===== config.mk =====
export PLATFORM = sky130hd
export DESIGN_NAME = credit_gated_command_admission
export DESIGN_NICKNAME = d
export VERILOG_FILES = /design/src/rtl/core/cgca_pkg.sv /design/src/rtl/core/cgca_ram.sv /design/src/rtl/core/cgca_div.sv /design/src/rtl/core/credit_gated_command_admission.sv
export VERILOG_INCLUDE_DIRS = /design/src /design/src/rtl/core
export SDC_FILE = /design/constraint.sdc
export NUM_CORES = 2
export LEC_CHECK = 0
export ABC_AREA = 1
export BUFFER_PORTS_ARGS = -buffer_cell sky130_fd_sc_hd__buf_4
export CAP_MARGIN = 20
export CORE_ASPECT_RATIO = 1.1
export CORE_MARGIN = 2
export CORE_UTILIZATION = 50
export DETAILED_ROUTE_END_ITERATION = 6
export PLACE_DENSITY_LB_ADDON = 0.12
export SYNTH_ARGS = -nofsm -noshare
export SYNTH_HDL_FRONTEND = slang
export SYNTH_HIERARCHICAL = 1
export SYNTH_SLANG_ARGS = --single-unit

===== constraint.sdc =====
create_clock -name clock -period 4.8 [get_ports clock]
set_input_delay 0.96 -clock clock [delete_from_list [all_inputs] [get_ports clock]]
set_output_delay 0.96 -clock clock [all_outputs]
set_load 0.02 [all_outputs]

===== src/rtl/core/credit_gated_command_admission_assert.svh =====
// Assertion macros shared by the admission logic.
`ifndef CREDIT_GATED_COMMAND_ADMISSION_ASSERT_SVH
`define CREDIT_GATED_COMMAND_ADMISSION_ASSERT_SVH

// The condition must hold at every clock edge outside reset.
`define CGCA_ASSERT_HOLDS(label, clk, rst, cond, msg) \
   label: assert property (@(posedge clk) disable iff (rst) (cond)) else $error(msg);

// When the antecedent holds, the consequent holds in the same cycle.
`define CGCA_ASSERT_IMPLIES(label, clk, rst, ante, cons, msg) \
   label: assert property (@(posedge clk) disable iff (rst) (ante) |-> (cons)) else $error(msg);

// When the antecedent holds, the consequent holds in the next cycle.
`define CGCA_ASSERT_NEXT(label, clk, rst, ante, cons, msg) \
   label: assert property (@(posedge clk) disable iff (rst) (ante) |=> (cons)) else $error(msg);

`endif


===== src/rtl/core/cgca_pkg.sv =====
package cgca_pkg;

   localparam int unsigned QUEUE_DEPTH = 64;
   localparam int unsigned IDX_W       = (QUEUE_DEPTH > 1) ? $clog2(QUEUE_DEPTH) : 1;
   localparam int unsigned FILL_W      = $clog2(QUEUE_DEPTH + 1);
   localparam int unsigned SUM_W       = FILL_W + 1;

   localparam int unsigned COST_W  = 16;
   localparam int unsigned ENTRY_W = COST_W + 1;
   localparam int unsigned CNT_W   = 7;
   localparam int unsigned PPS_W   = 16;
   localparam int unsigned TPS_W   = 10;
   localparam int unsigned CAP_W   = 16;

   localparam int unsigned DIVIDEND_W = PPS_W;
   localparam int unsigned DIVISOR_W  = TPS_W;
   localparam int unsigned DIV_CNT_W  = $clog2(DIVIDEND_W + 1);

   localparam int unsigned CSR_ADDR_W = 4;
   localparam int unsigned CSR_DATA_W = 32;
   localparam int unsigned REG_IDX_W  = 2;

   localparam logic [REG_IDX_W-1:0] REG_POINTS_PER_SECOND = 2'd0;
   localparam logic [REG_IDX_W-1:0] REG_TICKS_PER_SECOND  = 2'd1;
   localparam logic [REG_IDX_W-1:0] REG_POINT_CAPACITY    = 2'd2;

   localparam logic [PPS_W-1:0] PPS_RESET = 16'd10;
   localparam logic [TPS_W-1:0] TPS_RESET = 10'd20;
   localparam logic [CAP_W-1:0] CAP_RESET = 16'd1000;

   localparam logic REQ_ENQUEUE = 1'b0;
   localparam logic REQ_TICK    = 1'b1;

   typedef struct packed {
      logic              req_type;
      logic [COST_W-1:0] command_cost;
      logic              cost_counts;
   } cgca_req_type;

   typedef struct packed {
      logic [CNT_W-1:0] admitted_count;
      logic [CAP_W-1:0] points_left;
      logic             enqueue_refused;
   } cgca_rsp_type;

endpackage


===== src/rtl/core/cgca_ram.sv =====
module cgca_ram #(
   parameter int unsigned WIDTH = 8,
   parameter int unsigned DEPTH = 16
) (
   input  logic                                           clock,
   input  logic                                           wr_en,
   input  logic [((DEPTH > 1) ? $clog2(DEPTH) : 1)-1:0]  wr_addr,
   input  logic [WIDTH-1:0]                               wr_data,
   input  logic                                           rd_en,
   input  logic [((DEPTH > 1) ? $clog2(DEPTH) : 1)-1:0]  rd_addr,
   output logic [WIDTH-1:0]                               rd_data
);

   logic [WIDTH-1:0] mem [DEPTH];
   logic [WIDTH-1:0] rd_data_ff;

   always_ff @(posedge clock) begin
      if (wr_en) begin
         mem[wr_addr] <= wr_data;
      end
      if (rd_en) begin
         rd_data_ff <= mem[rd_addr];
      end
   end

   assign rd_data = rd_data_ff;

endmodule


===== src/rtl/core/cgca_div.sv =====
module cgca_div (
   input  logic                                clock,
   input  logic                                reset,
   input  logic                                start,
   input  logic [cgca_pkg::DIVIDEND_W-1:0]     dividend,
   input  logic [cgca_pkg::DIVISOR_W-1:0]      divisor,
   output logic                                done,
   output logic [cgca_pkg::DIVIDEND_W-1:0]     quotient,
   output logic [cgca_pkg::DIVISOR_W-1:0]      remainder
);

   localparam int unsigned NW = cgca_pkg::DIVIDEND_W;
   localparam int unsigned DW = cgca_pkg::DIVISOR_W;

   logic                              busy_ff, busy_in;
   logic                              done_ff, done_in;
   logic [cgca_pkg::DIV_CNT_W-1:0]    cnt_ff, cnt_in;
   logic [NW-1:0]                     quo_ff, quo_in;
   logic [DW-1:0]                     rem_ff, rem_in;
   logic [DW:0]                       trial;
   logic [DW:0]                       diff;
   logic                              fits;

   // Restoring division, one quotient bit per cycle, MSB first.
   always_comb begin
      trial   = {rem_ff, quo_ff[NW-1]};
      fits    = (trial >= {1'b0, divisor});
      diff    = trial - {1'b0, divisor};
      busy_in = busy_ff;
      done_in = 1'b0;
      cnt_in  = cnt_ff;
      quo_in  = quo_ff;
      rem_in  = rem_ff;
      if (start && !busy_ff) begin
         busy_in = 1'b1;
         cnt_in  = cgca_pkg::DIV_CNT_W'(NW);
         quo_in  = dividend;
         rem_in  = '0;
      end else if (busy_ff) begin
         rem_in = fits ? diff[DW-1:0] : trial[DW-1:0];
         quo_in = {quo_ff[NW-2:0], fits};
         cnt_in = cnt_ff - 1'b1;
         if (cnt_ff == cgca_pkg::DIV_CNT_W'(1)) begin
            busy_in = 1'b0;
            done_in = 1'b1;
         end
      end
   end

   always_ff @(posedge clock) begin
      if (reset) begin
         busy_ff <= 1'b0;
         done_ff <= 1'b0;
         cnt_ff  <= '0;
      end else begin
         busy_ff <= busy_in;
         done_ff <= done_in;
         cnt_ff  <= cnt_in;
      end
      quo_ff <= quo_in;
      rem_ff <= rem_in;
   end

   assign done      = done_ff;
   assign quotient  = quo_ff;
   assign remainder = rem_ff;

endmodule


===== src/rtl/core/credit_gated_command_admission.sv =====
// Token bucket in front of an in-order command queue held in a single-port-read RAM.
// An enqueue beat goes from acceptance through ST_DONE to the output register. A tick beat
// passes ST_DIV_GAIN, ST_DIV_PHASE, ST_SCAN_START and, if fill is nonzero, ST_SCAN: one
// shared bit-serial divider runs twice (points per tick, then the phase wrap), and the
// admission scan then reads one queue entry per cycle from the RAM. The result waits
// in an output register, and the block accepts beats again while it is held; a finished
// item waits in ST_DONE until the register is free or being taken.
`include "credit_gated_command_admission_assert.svh"

module credit_gated_command_admission (
   input  logic                                clock,
   input  logic                                reset,
   input  logic                                req_valid,
   output logic                                req_ready,
   input  cgca_pkg::cgca_req_type              req_data,
   output logic                                rsp_valid,
   input  logic                                rsp_ready,
   output cgca_pkg::cgca_rsp_type              rsp_data,
   input  logic                                csr_psel,
   input  logic                                csr_penable,
   input  logic                                csr_pwrite,
   input  logic [cgca_pkg::CSR_ADDR_W-1:0]     csr_paddr,
   input  logic [cgca_pkg::CSR_DATA_W-1:0]     csr_pwdata,
   output logic [cgca_pkg::CSR_DATA_W-1:0]     csr_prdata,
   output logic                                csr_pready
);

   localparam int unsigned IDX_W  = cgca_pkg::IDX_W;
   localparam int unsigned FILL_W = cgca_pkg::FILL_W;
   localparam int unsigned SUM_W  = cgca_pkg::SUM_W;
   localparam int unsigned CAP_W  = cgca_pkg::CAP_W;
   localparam int unsigned CNT_W  = cgca_pkg::CNT_W;
   localparam int unsigned TPS_W  = cgca_pkg::TPS_W;

   localparam int unsigned ST_W = 3;
   localparam logic [ST_W-1:0] ST_IDLE       = 3'd0;
   localparam logic [ST_W-1:0] ST_DIV_GAIN   = 3'd1;
   localparam logic [ST_W-1:0] ST_DIV_PHASE  = 3'd2;
   localparam logic [ST_W-1:0] ST_SCAN_START = 3'd3;
   localparam logic [ST_W-1:0] ST_SCAN       = 3'd4;
   localparam logic [ST_W-1:0] ST_DONE       = 3'd5;

   function automatic logic [IDX_W-1:0] wrap_sum(input logic [SUM_W-1:0] s);
      logic [SUM_W-1:0] w;
      w = (s >= SUM_W'(cgca_pkg::QUEUE_DEPTH)) ? (s - SUM_W'(cgca_pkg::QUEUE_DEPTH)) : s;
      return w[IDX_W-1:0];
   endfunction

   // Configuration registers.
   logic [cgca_pkg::PPS_W-1:0]  pps_ff;
   logic [TPS_W-1:0]            tps_ff;
   logic [CAP_W-1:0]            cap_ff;
   logic                        csr_write;
   logic [cgca_pkg::REG_IDX_W-1:0] csr_idx;

   assign csr_write  = csr_psel && csr_penable && csr_pwrite;
   assign csr_idx    = csr_paddr[cgca_pkg::CSR_ADDR_W-1:2];
   assign csr_pready = 1'b1;

   always_ff @(posedge clock) begin
      if (reset) begin
         pps_ff <= cgca_pkg::PPS_RESET;
         tps_ff <= cgca_pkg::TPS_RESET;
         cap_ff <= cgca_pkg::CAP_RESET;
      end else if (csr_write) begin
         unique case (csr_idx)
            cgca_pkg::REG_POINTS_PER_SECOND: pps_ff <= csr_pwdata[cgca_pkg::PPS_W-1:0];
            cgca_pkg::REG_TICKS_PER_SECOND:  tps_ff <= csr_pwdata[TPS_W-1:0];
            cgca_pkg::REG_POINT_CAPACITY:    cap_ff <= csr_pwdata[CAP_W-1:0];
            default: ;
         endcase
      end
   end

   always_comb begin
      unique case (csr_idx)
         cgca_pkg::REG_POINTS_PER_SECOND:
            csr_prdata = cgca_pkg::CSR_DATA_W'(pps_ff);
         cgca_pkg::REG_TICKS_PER_SECOND:
            csr_prdata = cgca_pkg::CSR_DATA_W'(tps_ff);
         cgca_pkg::REG_POINT_CAPACITY:
            csr_prdata = cgca_pkg::CSR_DATA_W'(cap_ff);
         default:
            csr_prdata = '0;
      endcase
   end

   // A zero tick rate behaves as one tick per second.
   logic [TPS_W-1:0] divisor;
   assign divisor = (tps_ff == '0) ? TPS_W'(1) : tps_ff;

   // Control and bucket state.
   logic [ST_W-1:0]   state_ff, state_in;
   logic [IDX_W-1:0]  head_ff, head_in;
   logic [FILL_W-1:0] fill_ff, fill_in;
   logic [CAP_W-1:0]  bucket_ff, bucket_in;
   logic [TPS_W-1:0]  phase_ff, phase_in;
   logic [FILL_W-1:0] adm_before_ff, adm_before_in;
   logic [FILL_W-1:0] cnt_ff, cnt_in;
   logic [IDX_W-1:0]  ptr_ff, ptr_in;
   logic              refused_ff, refused_in;
   logic              rsp_valid_ff, rsp_valid_in;
   cgca_pkg::cgca_rsp_type rsp_data_ff, rsp_data_in;

   // Queue RAM ports.
   logic                          wr_en;
   logic [IDX_W-1:0]              wr_addr;
   logic [cgca_pkg::ENTRY_W-1:0]  wr_data;
   logic                          rd_en;
   logic [IDX_W-1:0]              rd_addr;
   logic [cgca_pkg::ENTRY_W-1:0]  rd_data;

   // Divider ports.
   logic                              div_start;
   logic [cgca_pkg::DIVIDEND_W-1:0]   div_dividend;
   logic                              div_done;
   logic [cgca_pkg::DIVIDEND_W-1:0]   div_quo;
   logic [TPS_W-1:0]                  div_rem;

   logic                      req_fire;
   logic [FILL_W-1:0]         drop;
   logic [FILL_W-1:0]         fill_dropped;
   logic [CAP_W+1:0]          acc_sum;
   logic [CAP_W-1:0]          entry_cost;
   logic [FILL_W-1:0]         cnt_next;
   logic [TPS_W:0]            phase_inc;
   logic [FILL_W+CNT_W-1:0]   cnt_wide;

   assign req_ready = (state_ff == ST_IDLE);
   assign req_fire  = req_valid && req_ready;

   always_comb begin
      drop         = (adm_before_ff < fill_ff) ? adm_before_ff : fill_ff;
      fill_dropped = fill_ff - drop;
      acc_sum      = {2'b00, bucket_ff} + (CAP_W+2)'(div_quo)
                     + (CAP_W+2)'(phase_ff < div_rem);
      entry_cost   = rd_data[cgca_pkg::COST_W] ? rd_data[CAP_W-1:0] : '0;
      cnt_next     = cnt_ff + 1'b1;
      phase_inc    = {1'b0, phase_ff} + 1'b1;
      cnt_wide     = {CNT_W'(0), cnt_ff};

      state_in      = state_ff;
      head_in       = head_ff;
      fill_in       = fill_ff;
      bucket_in     = bucket_ff;
      phase_in      = phase_ff;
      adm_before_in = adm_before_ff;
      cnt_in        = cnt_ff;
      ptr_in        = ptr_ff;
      refused_in    = refused_ff;
      rsp_valid_in  = rsp_valid_ff && !rsp_ready;
      rsp_data_in   = rsp_data_ff;

      wr_en        = 1'b0;
      wr_addr      = wrap_sum(SUM_W'(head_ff) + SUM_W'(fill_ff));
      wr_data      = {req_data.cost_counts, req_data.command_cost};
      rd_en        = 1'b0;
      rd_addr      = ptr_ff;
      div_start    = 1'b0;
      div_dividend = pps_ff;

      unique case (state_ff)
         ST_IDLE: begin
            if (req_fire) begin
               cnt_in     = '0;
               refused_in = 1'b0;
               if (req_data.req_type == cgca_pkg::REQ_ENQUEUE) begin
                  if (fill_ff == FILL_W'(cgca_pkg::QUEUE_DEPTH)) begin
                     refused_in = 1'b1;
                  end else begin
                     wr_en   = 1'b1;
                     fill_in = fill_ff + 1'b1;
                  end
                  state_in = ST_DONE;
               end else begin
                  // Retire what the previous tick admitted, then size this tick's gain.
                  head_in   = wrap_sum(SUM_W'(head_ff) + SUM_W'(drop));
                  fill_in   = fill_dropped;
                  div_start = 1'b1;
                  state_in  = ST_DIV_GAIN;
               end
            end
         end
         ST_DIV_GAIN: begin
            if (div_done) begin
               bucket_in    = (acc_sum > {2'b00, cap_ff}) ? cap_ff : acc_sum[CAP_W-1:0];
               div_start    = 1'b1;
               div_dividend = cgca_pkg::DIVIDEND_W'(phase_inc);
               state_in     = ST_DIV_PHASE;
            end
         end
         ST_DIV_PHASE: begin
            if (div_done) begin
               phase_in = div_rem;
               state_in = ST_SCAN_START;
            end
         end
         ST_SCAN_START: begin
            rd_en   = 1'b1;
            rd_addr = head_ff;
            ptr_in  = wrap_sum(SUM_W'(head_ff) + SUM_W'(1));
            cnt_in  = '0;
            if (fill_ff == '0) begin
               adm_before_in = '0;
               state_in      = ST_DONE;
            end else begin
               state_in = ST_SCAN;
            end
         end
         ST_SCAN: begin
            // The entry for cnt_ff arrives now; the next one is fetched ahead.
            rd_en  = 1'b1;
            ptr_in = wrap_sum(SUM_W'(ptr_ff) + SUM_W'(1));
            if (entry_cost > bucket_ff) begin
               adm_before_in = cnt_ff;
               state_in      = ST_DONE;
            end else begin
               bucket_in = bucket_ff - entry_cost;
               cnt_in    = cnt_next;
               if (cnt_next == fill_ff) begin
                  adm_before_in = cnt_next;
                  state_in      = ST_DONE;
               end
            end
         end
         ST_DONE: begin
            if (!rsp_valid_ff || rsp_ready) begin
               rsp_valid_in                = 1'b1;
               rsp_data_in.admitted_count  = cnt_wide[CNT_W-1:0];
               rsp_data_in.points_left     = bucket_ff;
               rsp_data_in.enqueue_refused = refused_ff;
               state_in                    = ST_IDLE;
            end
         end
         default: begin
            state_in = ST_IDLE;
         end
      endcase
   end

   always_ff @(posedge clock) begin
      if (reset) begin
         state_ff      <= ST_IDLE;
         head_ff       <= '0;
         fill_ff       <= '0;
         bucket_ff     <= cgca_pkg::CAP_RESET;
         phase_ff      <= '0;
         adm_before_ff <= '0;
         rsp_valid_ff  <= 1'b0;
      end else begin
         state_ff      <= state_in;
         head_ff       <= head_in;
         fill_ff       <= fill_in;
         bucket_ff     <= bucket_in;
         phase_ff      <= phase_in;
         adm_before_ff <= adm_before_in;
         rsp_valid_ff  <= rsp_valid_in;
      end
      cnt_ff      <= cnt_in;
      ptr_ff      <= ptr_in;
      refused_ff  <= refused_in;
      rsp_data_ff <= rsp_data_in;
   end

   assign rsp_valid = rsp_valid_ff;
   assign rsp_data  = rsp_data_ff;

   cgca_ram #(
      .WIDTH (cgca_pkg::ENTRY_W),
      .DEPTH (cgca_pkg::QUEUE_DEPTH)
   ) u_queue_ram (
      .clock   (clock),
      .wr_en   (wr_en),
      .wr_addr (wr_addr),
      .wr_data (wr_data),
      .rd_en   (rd_en),
      .rd_addr (rd_addr),
      .rd_data (rd_data)
   );

   cgca_div u_div (
      .clock     (clock),
      .reset     (reset),
      .start     (div_start),
      .dividend  (div_dividend),
      .divisor   (divisor),
      .done      (div_done),
      .quotient  (div_quo),
      .remainder (div_rem)
   );

   `CGCA_ASSERT_HOLDS(a_fill_bound, clock, reset, fill_ff <= FILL_W'(cgca_pkg::QUEUE_DEPTH), "queue fill beyond depth")
   `CGCA_ASSERT_IMPLIES(a_admitted_within_fill, clock, reset, state_ff == ST_IDLE, adm_before_ff <= fill_ff, "admitted count exceeds queue fill while idle")
   `CGCA_ASSERT_IMPLIES(a_scan_within_fill, clock, reset, state_ff == ST_SCAN, cnt_ff < fill_ff, "scan ran past the queue fill")
   `CGCA_ASSERT_IMPLIES(a_phase_wrapped, clock, reset, state_ff == ST_SCAN_START, phase_ff < divisor, "tick phase not wrapped below tick rate")
   `CGCA_ASSERT_NEXT(a_busy_after_accept, clock, reset, req_fire, !req_ready, "accepted a beat while an item is still in work")

endmodule

==> results.cfg <==
[yosys]
synth_ff_type = edfxtp_1
async_flop_share = 0
yosysSeqAreaShare = 0.658
synth_area_leader_cell = edfxtp_1
ys_seq_elements = 1268
synth_area_um2 = 56200
ys_top_cells_by_area = edfxtp_1, nand2_1, nand3_1
synth_edf_count = 1159
postSynthCellCount = 5357
yosysTopAreaCellShare = 0.619
synth_area_per_cell_um2 = 10.5
ys_warn_count = 6
synthDistinctLibCells = 60

[floorplanning]
ioPinCount = 120
die_h_um = 356
die_area_um2 = 115000
rows = 129
start_util = 0.502
core_um2 = 112000
die_w_um = 324

[critical_path]
path_class = flop to flop
crit_path_max_fanout = 10
cp.arrival_ps = 5020
cpPeakStageDelay_ps = 390
setup.worst_path.start_class = flop
cp_common_cell = nand2_1
crit_path_top_delay_cell = fa_1
worstSetupEndpointType = flop
required_ps = 5430

[sta]
final_hold_viol_count = 0
fin_skew_ps = 16.8
period_share = 0.915
setup_viol = 0
drv_slew = 0
period_minus_slack_ps = 4390
fmax_ghz = 0.228
rsz0062_at_grt = no
fin_ws_ps = 407
tightest_slew_ps = 1080
tns_ps = 0
relSlewSlack = 0.282

[detailed_routing]
wl_per_cell_um = 21.4
vias = 39037
ant_nets = 0
initialDrtViolationCount = 3833
routed_via_density = 5.57
drt_first_pass_iters = 6
wirelength_um = 150000
drc = 0

[clock_network]
cts_buffer_depth = 3
cts_tree = done
clk_pin_slew_worst_paths_ps = 60
h-tree-depth = 4
clock_latency_ps = 740
cts_buffers = 133
ctsHoldBuffers = 0
cts.sinks = 1268
ctsRootBufferMaster = clkbuf_16

[finish]
final_util = 0.558
nFillCells = 9727
nets = 5578
area_growth_pct = 11.2
regArea_um2 = 37000
final_area_um2 = 62600
multi_input_area_um2 = 17000
drive_gt1_frac = 0.0908

[pwr]
p_leak_nw = 23.7
powerDensity_nw_per_um2 = 559
power_mw = 35.0
peakVddDrop_mv = 0.434

[grt]
use_met3 = 0.0321
grt_max_degree = 184
gr-usage-met2 = 0.421
top_usage_layer = met2
grt_pass1_vias = 36592
met1_usage = 0.359
gr-total-overflow = 0
antenna_found_initial = 0
grt_use_total = 0.260
grt_pass1_wl_um = 225000

[worst_hold_path]
min_path_type = flop to flop

[place]
post-dp-hpwl_um = 87400
gp_congestion = 0.891
post-place-ws_ps = 104
place_area_um2 = 58500
portBuffers = 84

[outcome]
status = finished, final reports clean

[run]
cap_violations = 0
[area by class of cell]
type                    count  area share
diodes                      1   0.0000400
clock buffers             171      0.0568
clock inverters            54     0.00684
inverters                 232      0.0144
multi-input cells        3564       0.271
flip-flops and latches   1268       0.591
well taps                1506      0.0301
repair buffers            218      0.0295
[critical path, delay by kind of cell (launching register included)]
family          cells  cell delay, ps
compound gates      4             550
fa+ha+maj           4            1160
buf+inv             6             460
flops               1             320
simple gates       20            1800
[placed cells by master (no fill, tap or decap), types with 8 or more instances in the layout]
cell,instances
a21oi_1,141
buf_12,15
buf_4,199
clkbuf_1,33
clkbuf_16,136
clkinv_1,26
clkinv_2,16
conb_1,17
dfxtp_1,109
edfxtp_1,1159
ha_1,93
inv_1,212
inv_2,13
nand2_1,1774
nand2_2,14
nand3_1,1032
nand3b_1,15
nand4_1,24
nor2_1,154
nor2_2,28
nor3_1,9
nor4_2,9
o211ai_1,13
o21ai_0,102
o21ai_1,15
o221ai_1,8
o22ai_1,8
xnor2_1,15
xor2_1,20
[layer usage]
| layer | part of all wire | wire, µm |
|---|---|---|
| met1 | 0.42 | 63200 |
| met2 | 0.48 | 71500 |
| met3 | 0.063 | 9390 |
| met4 | 0.038 | 5670 |
| met5 | 0 | 0 |
[state kept, by name, summed over array words and instances, names as in the netlist, 3 cells and up]
name                 count
rsp_data                24
ptr_ff                   6
u_div/quotient          16
cap_ff                  16
pps_ff                  16
tps_ff                  10
fill_ff                  7
u_queue_ram/mem       1088
cnt_ff                   7
adm_before_ff            7
bucket_ff               16
u_queue_ram/rd_data     17
state_ff                 3
head_ff                  6
u_div/remainder         10
phase_ff                10
u_div/cnt_ff             5
[cells in the mapped netlist, drive strengths merged (21+ instances only)]
library cell and count:
xor2 21, nand2 1792, nor2 184, a21oi 150
edfxtp 1159, nand4 24, o21ai 123, buf 217
dfxtp 109, nand3 1042, ha 93, clkbuf 91
inv 229
[metrics by stage]
stage               cells  hold slack (ps)
floorplan            5372              400
global placement     6784              439
detailed placement   6786              440
CTS                  7011              419
global route         7013              445
finish               7014              457
[report_power, final]
| part | internal (mW) | total (mW) | switching, mW |
|---|---|---|---|
| combinational | 3.61 | 12.3 | 8.69 |
| clock | 5.44 | 9.58 | 4.15 |
| sequential | 12.7 | 13.1 | 0.402 |
[repair_timing]
action                                  in CTS  in global routing
setup buffers                                0                  1
endpoints found under the setup margin       0                 16
gates resized for setup                      0                  8
[worst paths after layout]
kind	start	end	slack, ps	cells after the start
min reg2reg	refused_ff	rsp_data[0]	460	0
max reg2reg	u_div/remainder[3]	bucket_ff[8]	410	34
max	u_div/remainder[3]	bucket_ff[8]	410	34
min	refused_ff	rsp_data[0]	460	0
[cell families after synthesis]
family	Yosys count	synth area share
AND/OR/NAND/NOR	3088	0.236
flip-flops	1268	0.658
buffers and inverters	540	0.0449
AO/OA/AOI/OAI	323	0.0319
adder cells (fa/ha/maj)	100	0.0232
XOR/XNOR	36	0.00561
other	2	0.000134
(Power assumes the default switching activity.)
